$ cat config.mk
export PLATFORM = sky130hd
export DESIGN_NAME = rpti_front_flat
export DESIGN_NICKNAME = d
export VERILOG_FILES = /design/src/design/rpti_pkg.sv /design/src/design/rpti_if.sv /design/src/design/rpti_front.sv /design/src/flat_wrapper.sv
export SDC_FILE = /design/constraint.sdc
export NUM_CORES = 2
export LEC_CHECK = 0
export ABC_AREA = 1
export BUFFER_PORTS_ARGS = -buffer_cell sky130_fd_sc_hd__buf_2
export CAP_MARGIN = 10
export CORE_MARGIN = 1.5
export CORE_UTILIZATION = 41
export DETAILED_ROUTE_END_ITERATION = 8
export GPL_TIMING_DRIVEN = 0
export PLACE_DENSITY = 0.66
export SETUP_SLACK_MARGIN = 0.3
export SLEW_MARGIN = 20
export SYNTH_ARGS = -nofsm -noshare
export SYNTH_HDL_FRONTEND = slang
export SYNTH_SLANG_ARGS = --single-unit
$ cat constraint.sdc
create_clock -name clk -period 8.1 [get_ports clk]
set_input_delay 1.215 -clock clk [delete_from_list [all_inputs] [get_ports clk]]
set_output_delay 1.215 -clock clk [all_outputs]
set_load 0.02 [all_outputs]
$ cat src/design/rpti_pkg.sv
// ---------------------------------------------------------------------------
// rpti_pkg
// Shared widths, register codes, reset values and payload types of the
// radial profile to image block.
// ---------------------------------------------------------------------------
package rpti_pkg;

	localparam int CFG_IDX_W  = 3;
	localparam int CFG_DATA_W = 16;

	localparam int DIM_W   = 12;
	localparam int ORG_W   = 11;
	localparam int ASP_W   = 16;
	localparam int LEN_W   = 11;
	localparam int COORD_W = 11;
	localparam int IDX_W   = 10;
	localparam int WORD_W  = 32;

	// wide enough for MAX_DIM and PROFILE_DEPTH up to 8192
	localparam int LIM_W = 14;

	localparam int ABS_W  = 11;
	localparam int FRAC_W = 8;
	localparam int DX2_W  = 2 * ABS_W;
	localparam int DY_W   = ABS_W + ASP_W;
	localparam int DY2_W  = 2 * DY_W;
	localparam int SUM_W  = 56;
	localparam int ROOT_W = SUM_W / 2;
	localparam int RAD_W  = ROOT_W + 1 - FRAC_W;

	localparam int WDATA_W = IDX_W + WORD_W;

	// one half in Q20.8, the format of the square root
	localparam int unsigned ROUND_HALF = 1 << (FRAC_W - 1);

	localparam logic REQ_WRITE = 1'b0;
	localparam logic REQ_QUERY = 1'b1;

	typedef enum logic [CFG_IDX_W-1:0] {
		REG_IMAGE_WIDTH    = 3'd0,
		REG_IMAGE_HEIGHT   = 3'd1,
		REG_ORIGIN_X       = 3'd2,
		REG_ORIGIN_Y       = 3'd3,
		REG_ASPECT_RATIO   = 3'd4,
		REG_PROFILE_LENGTH = 3'd5
	} cfg_reg_t;

	localparam logic [DIM_W-1:0] RST_IMAGE_WIDTH    = 12'd256;
	localparam logic [DIM_W-1:0] RST_IMAGE_HEIGHT   = 12'd256;
	localparam logic [ORG_W-1:0] RST_ORIGIN_X       = 11'd128;
	localparam logic [ORG_W-1:0] RST_ORIGIN_Y       = 11'd128;
	localparam logic [ASP_W-1:0] RST_ASPECT_RATIO   = 16'd256;
	localparam logic [LEN_W-1:0] RST_PROFILE_LENGTH = 11'd0;

	typedef struct packed {
		logic [DIM_W-1:0] image_width;
		logic [DIM_W-1:0] image_height;
		logic [ORG_W-1:0] origin_x;
		logic [ORG_W-1:0] origin_y;
		logic [ASP_W-1:0] aspect_ratio;
		logic [LEN_W-1:0] profile_length;
	} cfg_t;

	// data holds the squared radius for a query, {index, word} for a write
	typedef struct packed {
		logic             is_query;
		logic             coord_ok;
		logic [SUM_W-1:0] data;
	} q_entry_t;

endpackage

$ cat src/design/rpti_if.sv
// ---------------------------------------------------------------------------
// rpti_if
// Request and response channels of the radial profile to image block.
// ---------------------------------------------------------------------------
interface rpti_req_if;
	logic                         valid;
	logic                         ready;
	logic                         req_type;
	logic [rpti_pkg::IDX_W-1:0]   entry_index;
	logic [rpti_pkg::WORD_W-1:0]  entry_value;
	logic [rpti_pkg::COORD_W-1:0] pixel_x;
	logic [rpti_pkg::COORD_W-1:0] pixel_y;

	modport source(output valid, req_type, entry_index, entry_value, pixel_x, pixel_y,
		input ready);
	modport sink(input valid, req_type, entry_index, entry_value, pixel_x, pixel_y,
		output ready);
endinterface


$ cat src/design/rpti_front.sv
// ---------------------------------------------------------------------------
// rpti_front
// Accepts request words, classifies them, checks the pixel against the
// filled area and forms the squared radius in three stages.
// ---------------------------------------------------------------------------
module rpti_front #(
	parameter int MAX_DIM = 2048
) (
	input  logic               clk,
	input  logic               arst_n,
	input  rpti_pkg::cfg_t     cfg,
	rpti_req_if.sink           req,
	output logic               push,
	output rpti_pkg::q_entry_t push_data,
	input  logic               full
);

	typedef struct packed {
		logic                           is_query;
		logic                           coord_ok;
		logic [rpti_pkg::ABS_W-1:0]     adx;
		logic [rpti_pkg::ABS_W-1:0]     ady;
		logic [rpti_pkg::WDATA_W-1:0]   wdata;
	} s1_t;

	typedef struct packed {
		logic                           is_query;
		logic                           coord_ok;
		logic [rpti_pkg::DX2_W-1:0]     dx2;
		logic [rpti_pkg::DY_W-1:0]      dy;
		logic [rpti_pkg::WDATA_W-1:0]   wdata;
	} s2_t;

	typedef struct packed {
		logic                           is_query;
		logic                           coord_ok;
		logic [rpti_pkg::DX2_W-1:0]     dx2;
		logic [rpti_pkg::DY2_W-1:0]     dy2;
		logic [rpti_pkg::WDATA_W-1:0]   wdata;
	} s3_t;

	logic adv;
	logic vld_s1, vld_s2, vld_s3;
	s1_t  st_s1, st_d1;
	s2_t  st_s2, st_d2;
	s3_t  st_s3, st_d3;

	logic [rpti_pkg::LIM_W-1:0]   w_lim, h_lim;
	logic [rpti_pkg::ORG_W:0]     ox2, oy2;
	logic [rpti_pkg::SUM_W-1:0]   sum;

	assign adv       = !vld_s3 || !full;
	assign req.ready = adv;

	// stage 1: offsets and area check
	always_comb begin
		w_lim = (rpti_pkg::LIM_W'(cfg.image_width) < rpti_pkg::LIM_W'(MAX_DIM)) ?
			rpti_pkg::LIM_W'(cfg.image_width) : rpti_pkg::LIM_W'(MAX_DIM);
		h_lim = (rpti_pkg::LIM_W'(cfg.image_height) < rpti_pkg::LIM_W'(MAX_DIM)) ?
			rpti_pkg::LIM_W'(cfg.image_height) : rpti_pkg::LIM_W'(MAX_DIM);
		ox2 = {cfg.origin_x, 1'b0};
		oy2 = {cfg.origin_y, 1'b0};

		st_d1.is_query = (req.req_type == rpti_pkg::REQ_QUERY);
		st_d1.adx = (req.pixel_x >= cfg.origin_x) ? req.pixel_x - cfg.origin_x :
			cfg.origin_x - req.pixel_x;
		st_d1.ady = (req.pixel_y >= cfg.origin_y) ? req.pixel_y - cfg.origin_y :
			cfg.origin_y - req.pixel_y;
		st_d1.coord_ok = ((rpti_pkg::ORG_W+1)'(req.pixel_x) < ox2) &&
			((rpti_pkg::ORG_W+1)'(req.pixel_y) < oy2) &&
			(rpti_pkg::LIM_W'(req.pixel_x) < w_lim) &&
			(rpti_pkg::LIM_W'(req.pixel_y) < h_lim);
		st_d1.wdata = {req.entry_index, req.entry_value};
	end

	// stage 2: dx squared and dy times aspect
	always_comb begin
		st_d2.is_query = st_s1.is_query;
		st_d2.coord_ok = st_s1.coord_ok;
		st_d2.dx2      = rpti_pkg::DX2_W'(st_s1.adx) * rpti_pkg::DX2_W'(st_s1.adx);
		st_d2.dy       = rpti_pkg::DY_W'(st_s1.ady) * rpti_pkg::DY_W'(cfg.aspect_ratio);
		st_d2.wdata    = st_s1.wdata;
	end

	// stage 3: dy squared
	always_comb begin
		st_d3.is_query = st_s2.is_query;
		st_d3.coord_ok = st_s2.coord_ok;
		st_d3.dx2      = st_s2.dx2;
		st_d3.dy2      = rpti_pkg::DY2_W'(st_s2.dy) * rpti_pkg::DY2_W'(st_s2.dy);
		st_d3.wdata    = st_s2.wdata;
	end

	always_ff @(posedge clk or negedge arst_n) begin
		if (!arst_n) begin
			vld_s1 <= 1'b0;
			vld_s2 <= 1'b0;
			vld_s3 <= 1'b0;
		end else if (adv) begin
			vld_s1 <= req.valid;
			vld_s2 <= vld_s1;
			vld_s3 <= vld_s2;
		end
	end

	always_ff @(posedge clk) begin
		if (adv) begin
			st_s1 <= st_d1;
			st_s2 <= st_d2;
			st_s3 <= st_d3;
		end
	end

	// squared radius in Q40.16
	assign sum = (rpti_pkg::SUM_W'(st_s3.dx2) << (2 * rpti_pkg::FRAC_W)) +
		rpti_pkg::SUM_W'(st_s3.dy2);

	assign push               = vld_s3 && !full;
	assign push_data.is_query = st_s3.is_query;
	assign push_data.coord_ok = st_s3.coord_ok;
	assign push_data.data     = st_s3.is_query ? sum : rpti_pkg::SUM_W'(st_s3.wdata);

endmodule

$ cat src/flat_wrapper.sv
// flat-port wrapper written by rule: the top's interface ports become plain ports
module rpti_front_flat 
#(
	parameter int MAX_DIM = 2048
)
  (clk, arst_n, cfg, push, push_data, full, req_valid, req_req_type, req_entry_index, req_entry_value, req_pixel_x, req_pixel_y, req_ready);
  rpti_req_if req_i ();
  input  logic clk;
  input  logic arst_n;
  input  rpti_pkg::cfg_t cfg;
  output logic push;
  output rpti_pkg::q_entry_t push_data;
  input  logic full;
  input wire logic [$bits(req_i.valid)-1:0] req_valid;
  input wire logic [$bits(req_i.req_type)-1:0] req_req_type;
  input wire logic [$bits(req_i.entry_index)-1:0] req_entry_index;
  input wire logic [$bits(req_i.entry_value)-1:0] req_entry_value;
  input wire logic [$bits(req_i.pixel_x)-1:0] req_pixel_x;
  input wire logic [$bits(req_i.pixel_y)-1:0] req_pixel_y;
  output wire logic [$bits(req_i.ready)-1:0] req_ready;
  assign req_i.valid = req_valid;
  assign req_i.req_type = req_req_type;
  assign req_i.entry_index = req_entry_index;
  assign req_i.entry_value = req_entry_value;
  assign req_i.pixel_x = req_pixel_x;
  assign req_i.pixel_y = req_pixel_y;
  assign req_ready = req_i.ready;
  rpti_front #(.MAX_DIM(MAX_DIM)) u_core (.clk(clk), .arst_n(arst_n), .cfg(cfg), .req(req_i), .push(push), .push_data(push_data), .full(full));
endmodule
==> run_results.csv <==
group,metric,value,unit
floorplan,placementRows,121,
global_routing,number_of_global_route_vias_before_repair,36240,
sta,report.final.hold_viol_count,0,
setup_path,maximum_fanout_along_the_worst_path,10,
routing,post_dr_vias_cell,4.824,
routing,route.antenna.remaining_nets,0,
synth,yosys_warnings,0,
synth,cell_count_after_synthesis,5466,
sta,clock.fmax,0.1308,GHz
sta,finalSetupViolCount,0,
layout,drive_gt1_share,5.882,%
cts,cts_post_setup_buffers_inserted,0,
synth,synth_area_leader_cell,"fa_1",
setup_path,critPathRequiredTime,8450,ps
routing,via_count,34680,
global_routing,grt_first_pass_wirelength,193600,um
floorplan,core_area,109200,um^2
global_routing,grt-ovfl-total,0,
cts,clock-sinks,279,
setup_path,cp-end-kind,"flop",
layout,fillerInstances,10850,
sta,rsz0062_at_grt,"yes",
synth,share_of_yosys_cell_area_claimed_by_the_top_area_cell_type,32.88,%
layout,layout_common_cells,"1552 x inv_1, 1395 x nand2_1, 744 x fa_1",
routing,drt-pass1-iter-count,7,
global_routing,pin_count_of_the_biggest_net_entering_global_routing,103,
place,finalWeightedCongestion,0.9755,
place,portBuffers,189,
sta,post-route-period-util,94.35,%
synth,postSynthNetCount,6775,
synth,synth_edf_count,276,
routing,detailed_route_iter0_violations,2349,
job,max_cap_violations,0,
layout,final_net_count,6998,
sta,slew_viol_final,0,
synth,synth_async_sr_flop_share,1.075,%
cts,postCtsHoldBufs,0,
setup_path,startpoint_class,"flop",
synth,yosys.cell_types.count,44,
layout,synthToLayoutAreaGrowth,8.776,%
floorplan,fp.dieH,335.4,um
floorplan,initial_util,41.50,%
synth,postSynth.topFlopCell,"edfxtp_1",
sta,worst_margin_slew,1056,ps
synth,yosys-top-cells-area,"fa_1 33%, edfxtp_1 18%, inv_1 13%, ha_1 12%, nand2_1 12%",
status,run_status,"finished clean",
synth,syn_avg_cell_area,8.287,um^2
cts,cts_tree,"yes",
sta,clock-skew-final,15.05,ps
routing,finalWirelength,121300,um
floorplan,die-width,335.4,um
synth,netlist_area,45300,um^2
floorplan,fp.dieArea,112500,um^2
layout,multi_input_comb_area,30470,um^2
cts,max-clock-path-buffers,3,
global_routing,grt.total_usage,22.08,%
setup_path,crit_type,"flop to flop",
layout,commonest_non_fill_non_tap_cell_in_the_layout,"inv_1",
global_routing,antenna_found_initial,0,
place,place_hpwl,102400,um
cts,tritoncts.num_buffers,30,
sta,final_critical_path_required_period,7643,ps
cts,master_cell_of_the_clock_root_buffer,"clkbuf_16",
cts,htree_levels,1,
layout,seqCellArea,8363,um^2
routing,remaining_drc_errors,0,
sta,maxSlewHeadroom,29.62,%
cts,path_clk_slew,60,ps
hold_path,worstHoldPathType,"input pin to async pin",
sta,setup-tns-final,0,ps
floorplan,design.portCount,202,
synth,seq_area_frac_synth,18.46,%
routing,avgRoutedWirePerCell,16.87,um
synth,postSynthRegisterBits,279,
cts,clock_latency,590,ps
setup_path,critPathArrivalTime,7990,ps
## flip-flops by register name (all words and copies together), names as in the netlist
register / count
u_core.vld_s1: 1
u_core.st_d3: 65
u_core.st_s3: 116
u_core.vld_s2: 1
u_core.vld_s3: 1
u_core.st_s1: 22
u_core.push_data: 2
u_core.st_d2: 44
u_core.st_s2: 27
## cell families after synthesis
kind of cell               count (synthesis)  synth area share (%)
adders and majority gates               1167                 44.57
muxes                                      1               0.02486
AOI/OAI and AO/OA                        333                 3.983
and+or+nand+nor                         1840                 16.12
DFF                                      279                 18.46
buffers and inverters                   1714                 14.30
xor gates and xnor gates                 131                 2.533
other                                      1              0.008279
## per-layer routing
metal	up-vias	GRT usage (%)	wire length [um]
li1	16530	-	-
met1	16840	30.06	52280
met2	1137	36.71	56150
met3	175	3.736	9779
met4	0	5.064	3089
met5	-	0	0
## critical path: stages, from the launching register on
cell and delay [ps]:
edfxtp_1 320, clkbuf_1 770, clkbuf_1 700, nand2_1 250, fa_1 570, inv_1 60
fa_1 510, fa_1 430, fa_1 510, fa_1 430, fa_1 540, inv_1 60
fa_1 520, inv_1 60, ha_1 380, nand2_1 130, nor2_1 180, and2_1 250
nand2_1 170, a21oi_1 340, nor2_1 80, nand2_1 60, nand2_1 50
## layout make-up
type	count	share of cell area, %
clock buffers	33	1.590
clock inverters	22	0.4622
plain buffers	161	1.513
repair buffers	191	2.032
flip-flops and latches	279	16.97
inverters	1553	11.83
multi-input cells	3473	61.85
diodes	1	0.005079
well taps	1476	3.748
## timing repair
| item | 4_1_cts | 5_1_grt |
|---|---|---|
| endpoints found under the hold margin | 0 | 0 |
| gates resized for setup | 22 | 92 |
| setup endpoints to repair | 30 | 33 |
## worst paths after layout
check / startpoint / endpoint / slack (ps) / cells after the start
worst max-delay path: u_core.st_s2[44] / u_core.st_s3[77] / 460 / 22
worst min-delay path: arst_n / u_core.vld_s2 / 410 / 1
worst max register to register: u_core.st_s2[44] / u_core.st_s3[77] / 460 / 22
worst min register to register: u_core.st_d3[106] / u_core.st_s3[106] / 420 / 0
max in group asynchronous: arst_n / u_core.vld_s3 / 7580 / 1
min in group clk: u_core.st_d3[106] / u_core.st_s3[106] / 420 / 0
## stage by stage
step	setup slack, ps	area [um^2]	hold WS (ps)	std cells	utilization (%)
2_1_floorplan	1864	45300	400.3	5466	-
5_1_grt	270.1	49270	387.7	7188	45.14
3_5_place_dp	1.781	48160	404.5	7133	44.12
6_report	457.4	49270	410.3	7189	45.14
3_3_place_gp	11.31	48090	400.5	7131	44.06
4_1_cts	274.2	49210	374.6	7188	45.09
## synthesized netlist by cell type (8+ instances only)
| master | instances |
|---|---|
| edfxtp_1 | 276 |
| o21ai_0 | 95 |
| a21oi_1 | 178 |
| or2_2 | 10 |
| nand3_1 | 123 |
| xor2_1 | 86 |
| inv_1 | 1552 |
| nand4_1 | 37 |
| nand2_1 | 1396 |
| nor3_1 | 28 |
| nor2_1 | 220 |
| fa_1 | 744 |
| a21o_1 | 12 |
| xnor2_1 | 45 |
| buf_1 | 9 |
| clkbuf_1 | 137 |
| ha_1 | 423 |
| nand3b_1 | 8 |
| o21bai_1 | 22 |
Power is left out: the tool's default activity adds up to more than one toggle a clock period on the data nets, which glitch-free logic cannot reach.
