### config.mk
export PLATFORM = sky130hd
export DESIGN_NAME = rpti_queue
export DESIGN_NICKNAME = d
export VERILOG_FILES = /design/src/design/rpti_pkg.sv /design/src/design/rpti_queue.sv
export SDC_FILE = /design/constraint.sdc
export NUM_CORES = 1
export LEC_CHECK = 0
export BUFFER_PORTS_ARGS = -buffer_cell sky130_fd_sc_hd__buf_2
export CELL_PAD_IN_SITES_DETAIL_PLACEMENT = 0
export CELL_PAD_IN_SITES_GLOBAL_PLACEMENT = 1
export CORE_UTILIZATION = 40
export CTS_CLUSTER_SIZE = 30
export DETAILED_ROUTE_END_ITERATION = 6
export PLACE_DENSITY_LB_ADDON = 0.15
export REMOVE_ABC_BUFFERS = 1
export SLEW_MARGIN = 25
export SYNTH_ARGS = -nofsm -noshare
export SYNTH_HDL_FRONTEND = slang
export SYNTH_SLANG_ARGS = --single-unit
### constraint.sdc
create_clock -name clk -period 4.07 [get_ports clk]
set_clock_uncertainty 0.15 [all_clocks]
set_input_delay 0.2035 -clock clk [delete_from_list [all_inputs] [get_ports clk]]
set_output_delay 0.2035 -clock clk [all_outputs]
set_load 0.05 [all_outputs]
### src/design/rpti_pkg.sv
// ---------------------------------------------------------------------------
// rpti_pkg
// Shared widths, register codes, reset values and payload types of the
// radial profile to image block.
// ---------------------------------------------------------------------------
package rpti_pkg;

	localparam int CFG_IDX_W  = 3;
	localparam int CFG_DATA_W = 16;

	localparam int DIM_W   = 12;
	localparam int ORG_W   = 11;
	localparam int ASP_W   = 16;
	localparam int LEN_W   = 11;
	localparam int COORD_W = 11;
	localparam int IDX_W   = 10;
	localparam int WORD_W  = 32;

	// wide enough for MAX_DIM and PROFILE_DEPTH up to 8192
	localparam int LIM_W = 14;

	localparam int ABS_W  = 11;
	localparam int FRAC_W = 8;
	localparam int DX2_W  = 2 * ABS_W;
	localparam int DY_W   = ABS_W + ASP_W;
	localparam int DY2_W  = 2 * DY_W;
	localparam int SUM_W  = 56;
	localparam int ROOT_W = SUM_W / 2;
	localparam int RAD_W  = ROOT_W + 1 - FRAC_W;

	localparam int WDATA_W = IDX_W + WORD_W;

	// one half in Q20.8, the format of the square root
	localparam int unsigned ROUND_HALF = 1 << (FRAC_W - 1);

	localparam logic REQ_WRITE = 1'b0;
	localparam logic REQ_QUERY = 1'b1;

	typedef enum logic [CFG_IDX_W-1:0] {
		REG_IMAGE_WIDTH    = 3'd0,
		REG_IMAGE_HEIGHT   = 3'd1,
		REG_ORIGIN_X       = 3'd2,
		REG_ORIGIN_Y       = 3'd3,
		REG_ASPECT_RATIO   = 3'd4,
		REG_PROFILE_LENGTH = 3'd5
	} cfg_reg_t;

	localparam logic [DIM_W-1:0] RST_IMAGE_WIDTH    = 12'd256;
	localparam logic [DIM_W-1:0] RST_IMAGE_HEIGHT   = 12'd256;
	localparam logic [ORG_W-1:0] RST_ORIGIN_X       = 11'd128;
	localparam logic [ORG_W-1:0] RST_ORIGIN_Y       = 11'd128;
	localparam logic [ASP_W-1:0] RST_ASPECT_RATIO   = 16'd256;
	localparam logic [LEN_W-1:0] RST_PROFILE_LENGTH = 11'd0;

	typedef struct packed {
		logic [DIM_W-1:0] image_width;
		logic [DIM_W-1:0] image_height;
		logic [ORG_W-1:0] origin_x;
		logic [ORG_W-1:0] origin_y;
		logic [ASP_W-1:0] aspect_ratio;
		logic [LEN_W-1:0] profile_length;
	} cfg_t;

	// data holds the squared radius for a query, {index, word} for a write
	typedef struct packed {
		logic             is_query;
		logic             coord_ok;
		logic [SUM_W-1:0] data;
	} q_entry_t;

endpackage

### src/design/rpti_queue.sv
// ---------------------------------------------------------------------------
// rpti_queue
// Small register queue between the front and back parts.
// ---------------------------------------------------------------------------
module rpti_queue #(
	parameter int DEPTH = 4
) (
	input  logic               clk,
	input  logic               arst_n,
	input  logic               push,
	input  rpti_pkg::q_entry_t push_data,
	output logic               full,
	input  logic               pop,
	output logic               head_valid,
	output rpti_pkg::q_entry_t head_data
);

	localparam int PW = $clog2(DEPTH);
	localparam int CW = $clog2(DEPTH + 1);

	rpti_pkg::q_entry_t ent_q [DEPTH];
	logic [PW-1:0]      wr_ptr_q, rd_ptr_q;
	logic [CW-1:0]      cnt_q;

	assign full       = (cnt_q == CW'(DEPTH));
	assign head_valid = (cnt_q != '0);
	assign head_data  = ent_q[rd_ptr_q];

	always_ff @(posedge clk) begin
		if (push) begin
			ent_q[wr_ptr_q] <= push_data;
		end
	end

	always_ff @(posedge clk or negedge arst_n) begin
		if (!arst_n) begin
			wr_ptr_q <= '0;
			rd_ptr_q <= '0;
			cnt_q    <= '0;
		end else begin
			if (push) begin
				wr_ptr_q <= (wr_ptr_q == PW'(DEPTH - 1)) ? '0 : wr_ptr_q + 1'b1;
			end
			if (pop) begin
				rd_ptr_q <= (rd_ptr_q == PW'(DEPTH - 1)) ? '0 : rd_ptr_q + 1'b1;
			end
			case ({push, pop})
				2'b10:   cnt_q <= cnt_q + 1'b1;
				2'b01:   cnt_q <= cnt_q - 1'b1;
				default: cnt_q <= cnt_q;
			endcase
		end
	end

endmodule

==> reports/metrics.cfg, run 1 <==
[critical_path]
cp_data_required_time_ns = 3.72
critPathMaxStageDelay_ns = 0.89
crit_fanout = 36
crit_type = flip-flop to primary output
start_kind = flip-flop
r2r-start = wr_ptr_q[0]
crit_chain = buf_4 > mux4_2 > buf_2
cp_data_arrival_time_ns = 2.63
critical-path-top-delay-family = flip-flops
timing.rr.end = ent_q[0][31]
r2r_cells = 3
critPathBufInv = 2
reg2reg_slack_ns = 2.08
endpoint_kind = primary output
cp.depth = 3
cp_slowest_cell = dfrtp_4

[die]
die_x_um = 151
core_area_um2 = 21800
fp.dieH_um = 151
dieArea_um2 = 22700
start_util = 0.407
fp-row-count = 54
io_pins = 122

[worst_hold_path]
hold_class = primary input to flip-flop
hold_path_depth = 2
worstHoldStart = push_data[0]
min_to = ent_q[3][0]

[synth]
ys_types = 19
synthTopCellsByArea = edfxtp_1, mux4_2, dfrtp_1
yosysSeqAreaShare = 0.806
yosysTopAreaCell = edfxtp_1
ys_seq_elements = 239
syn_inst = 343
synth_warnings = 0
synth.cell_area_um2 = 8860
synth_top_area_frac = 0.786
avgSynthCellArea_um2 = 25.8

[global_route]
grt_pass1_wl_um = 23800
track_usage = 0.141
grt_max_degree = 61
antenna_found_initial = 0
grt_overflow = 0
grt_pass1_vias = 4507

[pwr]
power_density_nw_per_um2 = 774
leakage_nw = 3.84
vdd_drop_max_mv = 0.412
total_power_mw = 8.56

[drt]
dr_total_vias = 4094
drtPass1Iterations = 4
antenna_left = 0
wire_per_inst_um = 18.4
drc_errors = 0
viasPerCell = 4.88
dr.first_iter.drc_count = 189
drt-total-wl_um = 15400

[timing]
setup_viol = 0
relSlewSlack = 0.373
fmax_ghz = 0.335
period_needed_ns = 2.98
slew_viol_final = 0
rsz0062_at_grt = no
finalHoldViolCount = 0
worstMarginPinSlew_ns = 0.940
fin_worst_hold_slack_ns = 0.299
post-route-period-util = 0.733
fin_setup_tns_ns = 0

[clock_network]
cts_root_buf = clkbuf_16
cts_resized = 0
cts_num_sinks = 239
cts_tree = done
h-tree-depth = 1
cts_buffers = 25
cts.clk_slew.worst_paths_ns = 0.06
clock_latency_ns = 0.50
clk_path_buf_depth = 3

[layout]
mostFrequentLayoutCells = edfxtp_1, buf_2, dlygate4sd3_1
fin_area_um2 = 11100
antennaDiodeCount = 0
postLayoutCoreUtil = 0.509
drive_above_1_share = 0.401
final_common_cell = edfxtp_1
nets = 610
syn_to_final_growth_pct = 24.9

[place]
finalWeightedCongestion = 0.640
post-dp-hpwl_um = 8390
placed_area_um2 = 9680
numPortBuffers = 121

[run_status]
status = finished, final reports clean

[run]
maxCapViolCount = 0

repair_timing:
action,CTS,global route
hold endpoints to repair,245,0
hold buffers,62,0
buffers inserted,0,0
worst max path at each step:
stage | slack [ns] | startpoint | to
6_report | 1.09 | rd_ptr_q[0] | head_data[49]
3_3_place_gp | 1.51 | rd_ptr_q[0] | head_data[7]
4_1_cts | 0.97 | rd_ptr_q[0] | head_data[49]
5_1_grt | 0.87 | rd_ptr_q[0] | head_data[49]
2_1_floorplan | 0.52 | rd_ptr_q[0] | head_data[0]
3_5_place_dp | 1.52 | rd_ptr_q[0] | head_data[49]
cells by family after synthesis:
family | Yosys count | share of synthesized area
AO/OA/AOI/OAI | 3 | 0.00169
XOR/XNOR | 3 | 0.00297
adder cells (fa/ha/maj) | 7 | 0.0107
buffers and inverters | 20 | 0.0219
flip-flops | 239 | 0.806
multiplexers | 60 | 0.150
AND/OR/NAND/NOR | 11 | 0.00664
routing by layer:
layer	up-vias	GRT usage	wire, um
met5	-	0	0
li1	1852	-	-
met3	36	0.0268	841
met2	106	0.241	7690
met1	2100	0.183	6550
met4	0	0.0445	370
final cells by class:
type	instances	area, um^2
clock buffers	33	656
clock inverters	12	111
fillers	1754	10700
inverters	6	22.5
multi-input cells	84	1530
flip-flops and latches	239	7150
well taps	280	350
repair buffers	185	1240
state kept, by name, indices dropped and copies added, names as in the netlist:
| register | cells |
|---|---|
| cnt_q | 3 |
| ent_q | 232 |
| rd_ptr_q | 2 |
| wr_ptr_q | 2 |
per-stage QoR:
stage                     std cells  setup WS [ns]
after floorplan                 329          0.520
after global placement          732           1.51
after detailed placement        732           1.52
after CTS                       839          0.966
after global routing            839          0.874
final                           839           1.09
synthesized netlist by cell type (all sizes together):
| master | n |
|---|---|
| buf | 14 |
| inv | 6 |
| mux4 | 58 |
| fa | 1 |
| xor2 | 2 |
| mux2 | 2 |
| and3 | 1 |
| o21ai | 3 |
| or3 | 2 |
| xnor2 | 1 |
| and2 | 4 |
| dfrtp | 7 |
| nand2 | 2 |
| nor2 | 2 |
| edfxtp | 232 |
| ha | 6 |
worst register-to-register path, delay by kind of cell, from the launching register on:
kind                     cells  cell delay [ns]
buffers and inverters        1             0.12
flip-flops                   1             0.41
AND/OR/NAND/NOR              1             0.73
adder cells (fa/ha/maj)      1             0.17
power by group:
group          switching [mW]  internal (mW)
clock                   0.856           1.26
combinational            2.00          0.960
sequential              0.320           3.17
total                    3.18           5.38
(Power assumes the default switching activity.)
==> inputs of run 2 (changes only) <==
ABC_AREA = 1   (was not set)
clock period = 2.9 ns   (was 4.07 ns; I/O delays follow)
==> run 2 against run 1 <==
  * Sequential share of layout area shrank 4.7 points
  * Sequential power grew 31%
  * Final cell count grew 49%
  * Routed wire length increased by 23%
  * Final area increased by 7.8%
  * Non-clock buffer count grew 13
  * Total power rose by 47%
  * Via count up 43%
  * Synthesized cell count rose by 110%
  * Sequential cell count unchanged
  * Critical endpoint is now head_data[41]
==> reports/metrics.cfg, run 2 <==
[layout]
postLayoutCoreUtil = 0.508  ; about the same
largest_reg_flops = 232  ; unchanged
n_fill_cell = 2077  ; +18%
top_register = ent_q
final-instance-count-excl-fill = 1251  ; +49%
syn_to_final_growth_pct = 24.7
nets = 986  ; +62%
antennaDiodeCount = 0  ; unchanged
mostFrequentLayoutCells = edfxtp_1, nand2_1, inv_1
final_common_cell = edfxtp_1
drive_above_1_share = 0.190  ; -0.211
reg_top3 = ent_q: 232 flops, cnt_q: 3 flops

[timing]
period_needed_ns = 2.52
setup_viol = 0  ; unchanged
slew_viol_final = 0  ; unchanged
relSlewSlack = 0.471  ; +0.0982
fmax_ghz = 0.396
post-route-period-util = 0.870
rsz0062_at_grt = no
fin_setup_tns_ns = 0  ; unchanged
finalHoldViolCount = 0  ; unchanged
worstMarginPinSlew_ns = 0.793  ; -0.147 ns

[synth]
synth_edf_count = 232  ; unchanged
synthTopCellsByCount = edfxtp_1, nand2_1, inv_1
yosysTopAreaCell = edfxtp_1
yosysMostFrequentCell = edfxtp_1
synth_top_area_frac = 0.728  ; -0.0581
synth.cell_area_um2 = 9570  ; +8.0%
synth_top_family_by_area = compound AO/OA/AOI/OAI gates
ys_seq_elements = 239  ; unchanged
ys_types = 19  ; unchanged
avgSynthCellArea_um2 = 13.1  ; -49%
synth_flop_cell = edfxtp_1
yosysSeqAreaShare = 0.747  ; -0.0596
synthSimpleGateAreaFrac = 0.0764  ; +0.0697
synth.mux.area_fraction = 0  ; -0.150
synth_warnings = 0  ; unchanged
ys_async_sr_fraction = 0.0293  ; unchanged
synth_compound_area_frac = 0.0936  ; +0.0919
synth_fa_ha_area_frac = 0.00994  ; -0.000793
synthXorXnorAreaFrac = 0.000916  ; -0.00205
synthTopCellsByArea = edfxtp_1, o211ai_1, nand2_1
syn_inst = 731  ; +110%

[critical_path]
crit_type = flip-flop to primary output
crit_fanout = 77  ; +110%
cp_data_required_time_ns = 2.61  ; -1.11 ns
start_kind = flip-flop
cp_data_arrival_time_ns = 2.23  ; -0.40 ns
endpoint_kind = primary output
r2r_cells = 5  ; +2

[clock_network]
cts_setup_buffers = 0  ; unchanged
cts_tree = done
clk_path_buf_depth = 3  ; unchanged
cts_root_buf = clkbuf_16
cts.clk_slew.worst_paths_ns = 0.06  ; about the same
h-tree-depth = 1  ; unchanged
cts_num_sinks = 239  ; unchanged
cts_buffers = 25  ; unchanged
cts_resized = 0  ; unchanged
clock_latency_ns = 0.50  ; about the same

[place]
finalWeightedCongestion = 0.717  ; +12%
numPortBuffers = 121  ; unchanged
dp.cells = 1147  ; +57%
post-dp-hpwl_um = 11100  ; +32%

[die]
fp.dieH_um = 157  ; +3.9%
start_util = 0.408  ; about the same
core_area_um2 = 23500  ; +7.9%
dieArea_um2 = 24500  ; +7.9%
die_x_um = 157  ; +3.9%
io_pins = 122  ; unchanged
fp-row-count = 56  ; +3.7%

[global_route]
track_usage = 0.159  ; +0.0176
antenna_found_initial = 0  ; unchanged
grt_pass1_vias = 5780  ; +28%
grt_overflow = 0  ; unchanged
grt_pass1_wl_um = 29900  ; +26%
grt_max_degree = 78  ; +28%

[pwr]
p_comb_frac = 0.405  ; +0.059
power.switching_mw = 5.24  ; +65%
p_int_mw = 7.37  ; +37%
total_power_mw = 12.6  ; +47%
swShare = 0.416  ; +0.0441
p_seq_frac = 0.363  ; -0.044
power_density_nw_per_um2 = 1060  ; +36%
p_clk_frac = 0.232  ; -0.015
vdd_drop_max_mv = 0.742  ; +80%
leakage_nw = 4.86  ; +27%

[drt]
dr_total_vias = 5872  ; +43%
dr.first_iter.drc_count = 262  ; +39%
viasPerCell = 4.69  ; -3.8%
drtPass1Iterations = 4  ; unchanged
drc_errors = 0  ; unchanged
wire_per_inst_um = 15.2  ; -17%
drt-total-wl_um = 19000  ; +23%
antenna_left = 0  ; unchanged

[worst_hold_path]
hold_path_depth = 2  ; unchanged
hold_class = primary input to flip-flop

[run]
maxCapViolCount = 0  ; unchanged

[run_status]
status = finished, final reports clean

## run 2: changes by cell type in the layout (fill, tap and decap cells not counted), sizes merged, moves of 4 or more
cell    change
and2        -4
buf        +13
inv       +125
mux4       -58
nand2     +186
o211ai    +116
## run 2: critical path, stage by stage, from the launching register on
cell and delay (ns):
dfrtp_1 0.43, inv_6 0.33, buf_12 0.33, o211ai_1 0.13, nand2_1 0.15, buf_2 0.28
## run 2: cell type report
cell class              instances  area, um^2  area share
multi-input cells             322        1730       0.145
repair buffers                198        1400       0.117
clock inverters                 9        65.1     0.00545
inverters                     131         497      0.0416
well taps                     319         399      0.0335
clock buffers                  33         696      0.0583
flip-flops and latches        239        7140       0.599
## run 2: logic make-up after synthesis
family / Yosys count
AOI/OAI and AO/OA: 121
xor gates and xnor gates: 1
adders and majority gates: 7
buffers and inverters: 170
DFF: 239
and+or+nand+nor: 193
## run 2: metal layers
| metal | wire [um] | global-route usage | vias to the layer above |
|---|---|---|---|
| met5 | 0 | 0 | - |
| met4 | 295 | 0.0369 | 0 |
| met3 | 722 | 0.0252 | 30 |
| met2 | 9400 | 0.278 | 108 |
| met1 | 8600 | 0.206 | 2815 |
| li1 | - | - | 2919 |
## run 2: through the flow
step	area [um^2]	hold WS (ns)	worst slack, ns
final	11900	0.246	0.377
after global routing	11900	0.236	0.235
after CTS	11900	0.228	0.364
after detailed placement	10600	-0.146	0.908
after global placement	10600	-0.159	0.944
after floorplan	9360	-0.301	-0.193
## run 2: what timing repair did
action / CTS / global route
setup endpoints to repair: 0 / 0
endpoints found under the hold margin: 245 / 0
hold buffers: 62 / 0
## run 2: power groups by stage
stage               clock network (mW)  logic, mW  registers, mW
global placement                     0       5.06           4.63
detailed placement                   0       5.13           4.64
floorplan                            0       3.64           4.70
CTS                               3.02       5.20           4.58
global route                      3.15       5.54           4.62
finish                            2.93       5.11           4.57
## run 2: final timing paths
path | from | end | slack (ns)
min in group asynchronous | arst_n | cnt_q[1] | 0.48
min reg2reg | cnt_q[2] | cnt_q[2] | 0.34
min | push_data[0] | ent_q[3][0] | 0.25
max | rd_ptr_q[0] | head_data[41] | 0.38
max reg2reg | wr_ptr_q[1] | ent_q[1][37] | 0.94
max in group asynchronous | arst_n | rd_ptr_q[1] | 1.82
==> inputs of run 3 (changes only) <==
CORE_UTILIZATION = 47   (was 40)
RECOVER_POWER = 25   (was not set)
==> run 3 against run 2 <==
  * Maximum frequency decreased by 2.1%
  * Total power increased by 2.0%
  * Critical path depth increased by 1
  * Final cell count decreased by 4.1%
  * Non-clock buffer count increased by 1
  * Utilization increased by 9.5 points
  * Clock power increased by 9.2%
  * Count of clock-buffer cells in the layout decreased by 3
  * Worst hold slack improved by 0.0089 ns
  * Worst setup slack got worse by 0.054 ns
  * Critical path type unchanged
  * Largest cell class unchanged
  * Largest power group unchanged
  * Highest routed layer unchanged
==> reports/metrics.cfg, run 3 (synthesized netlist as in run 2, its figures left out) <==
[timing]
worstMarginPinSlew_ns = 0.740  ; -0.0532 ns
slew_viol_final = 0  ; unchanged
finalHoldViolCount = 0  ; unchanged
post-route-period-util = 0.889  ; +0.0187
relSlewSlack = 0.507  ; +0.0355
rsz0062_at_grt = no
setup_viol = 0  ; unchanged
period_needed_ns = 2.58  ; +0.0543 ns
setup_ws_ns = 0.323  ; -0.0543 ns
fmax_ghz = 0.388  ; -2.1%

[run]
maxCapViolCount = 0  ; unchanged

[critical_path]
timing.rr.end = ent_q[1][55]
cp_data_arrival_time_ns = 2.28  ; +0.05 ns
r2r-start = wr_ptr_q[1]
crit_end = head_data[32]
crit_type = flip-flop to primary output
start_kind = flip-flop
reg2reg_slack_ns = 0.94  ; about the same
cp_data_required_time_ns = 2.61  ; about the same
endpoint_kind = primary output
crit_start = rd_ptr_q[0]
crit_fanout = 67  ; -13%
r2r_cells = 5  ; unchanged

[pwr]
total_power_mw = 12.9  ; +2.0%
swShare = 0.410  ; -0.00510
vdd_drop_max_mv = 0.586  ; -21%
leakage_nw = 4.80  ; -1.4%
p_int_mw = 7.58  ; +2.9%
p_comb_frac = 0.395  ; -0.010
power.switching_mw = 5.28  ; +0.73%
power_density_nw_per_um2 = 1080  ; +2.3%
p_seq_frac = 0.356  ; -0.007
p_clk_frac = 0.249  ; +0.017

[place]
post-dp-hpwl_um = 11000  ; -1.2%
placed_area_um2 = 10500  ; -0.69%
pre_cts_ws_ns = 0.847  ; -0.0616 ns
finalWeightedCongestion = 0.724  ; +1.0%
numPortBuffers = 121  ; unchanged

[clock_network]
cts.clk_slew.worst_paths_ns = 0.06  ; about the same
cts_tree = done
cts_buffers = 24  ; -4.0%
clk_path_buf_depth = 3  ; unchanged
h-tree-depth = 1  ; unchanged
cts_num_sinks = 239  ; unchanged
cts_root_buf = clkbuf_16
clock_latency_ns = 0.50  ; about the same

[layout]
largest_reg_flops = 232  ; unchanged
nets = 986  ; unchanged
fin_area_um2 = 11900  ; -0.35%
reg_top3 = ent_q: 232 flops, cnt_q: 3 flops
top_register = ent_q
syn_to_final_growth_pct = 24.3
final_common_cell = edfxtp_1
drive_above_1_share = 0.157  ; -0.0327
mostFrequentLayoutCells = edfxtp_1, nand2_1, inv_1
antennaDiodeCount = 0  ; unchanged

[global_route]
grt_pass1_vias = 5565  ; -3.7%
grt_overflow = 0  ; unchanged
track_usage = 0.181  ; +0.0225
grt_pass1_wl_um = 28700  ; -4.0%
grt_max_degree = 68  ; -13%
antenna_found_initial = 0  ; unchanged

[die]
fp.dieH_um = 145  ; -7.6%
die_x_um = 145  ; -7.6%
io_pins = 122  ; unchanged
dieArea_um2 = 20900  ; -15%
fp-row-count = 51  ; -8.9%
start_util = 0.485  ; +0.0776
core_area_um2 = 19700  ; -16%

[drt]
wire_per_inst_um = 15.4  ; +1.5%
antenna_left = 0  ; unchanged
drt-total-wl_um = 18500  ; -2.6%
viasPerCell = 4.91  ; +4.6%
dr_total_vias = 5890  ; +0.31%
drtPass1Iterations = 4  ; unchanged
dr.first_iter.drc_count = 301  ; +15%
drc_errors = 0  ; unchanged

[run_status]
status = finished, final reports clean

[worst_hold_path]
hold_class = primary input to flip-flop

==> run 3: final cells by class <==
cell class	count	area, um^2
clock inverters	14	173
multi-input cells	322	1730
flip-flops and latches	239	7140
clock buffers	30	664
repair buffers	199	1350
fillers	1552	7830
well taps	265	332
inverters	131	497
==> run 3: worst min-delay path by stage <==
stage	startpoint	endpoint	slack (ns)	cells after the start
floorplan	arst_n	cnt_q[0]	-0.30	0
global placement	arst_n	cnt_q[2]	-0.16	1
detailed placement	arst_n	cnt_q[0]	-0.15	1
CTS	push_data[34]	ent_q[2][34]	0.22	2
global route	push_data[32]	ent_q[0][32]	0.27	2
finish	push_data[8]	ent_q[0][8]	0.25	2
==> run 3: worst max-delay path, stage by stage, from the launching register on <==
cell	delay [ns]
dfrtp_1	0.44
inv_6	0.39
buf_4	0.41
nand2_1	0.12
o211ai_1	0.11
nand2_1	0.09
buf_2	0.21
==> run 3: per-layer routing <==
metal  up-vias  part of all wire  global-route usage
li1       2916                 -                   -
met1      2822              0.45               0.245
met2       132              0.49               0.308
met3        20             0.047              0.0260
met4         0             0.015              0.0471
met5         -                 0                   0
==> run 3: timing repair <==
item,in CTS,in global routing
endpoints found under the setup margin,0,0
endpoints found under the hold margin,245,0
buffers inserted,0,0
resized for setup,0,0
hold buffers,62,0
==> run 3: stage by stage <==
step                      hold WS, ns  TNS, ns   util  cells
final                           0.255        0  0.603   1200
after global routing            0.268        0  0.603   1200
after CTS                       0.216        0  0.605   1200
after detailed placement       -0.147        0  0.531   1094
after global placement         -0.159        0  0.531   1094
after floorplan                -0.301   -10.62      -    692
==> run 3: power groups by stage <==
| stage | Clock, mW | Combinational [mW] | Sequential (mW) |
|---|---|---|---|
| final | 3.20 | 5.08 | 4.57 |
| after global routing | 3.42 | 5.49 | 4.62 |
| after CTS | 3.28 | 5.17 | 4.58 |
| after detailed placement | 0 | 5.09 | 4.65 |
| after global placement | 0 | 5.02 | 4.63 |
| after floorplan | 0 | 3.64 | 4.70 |
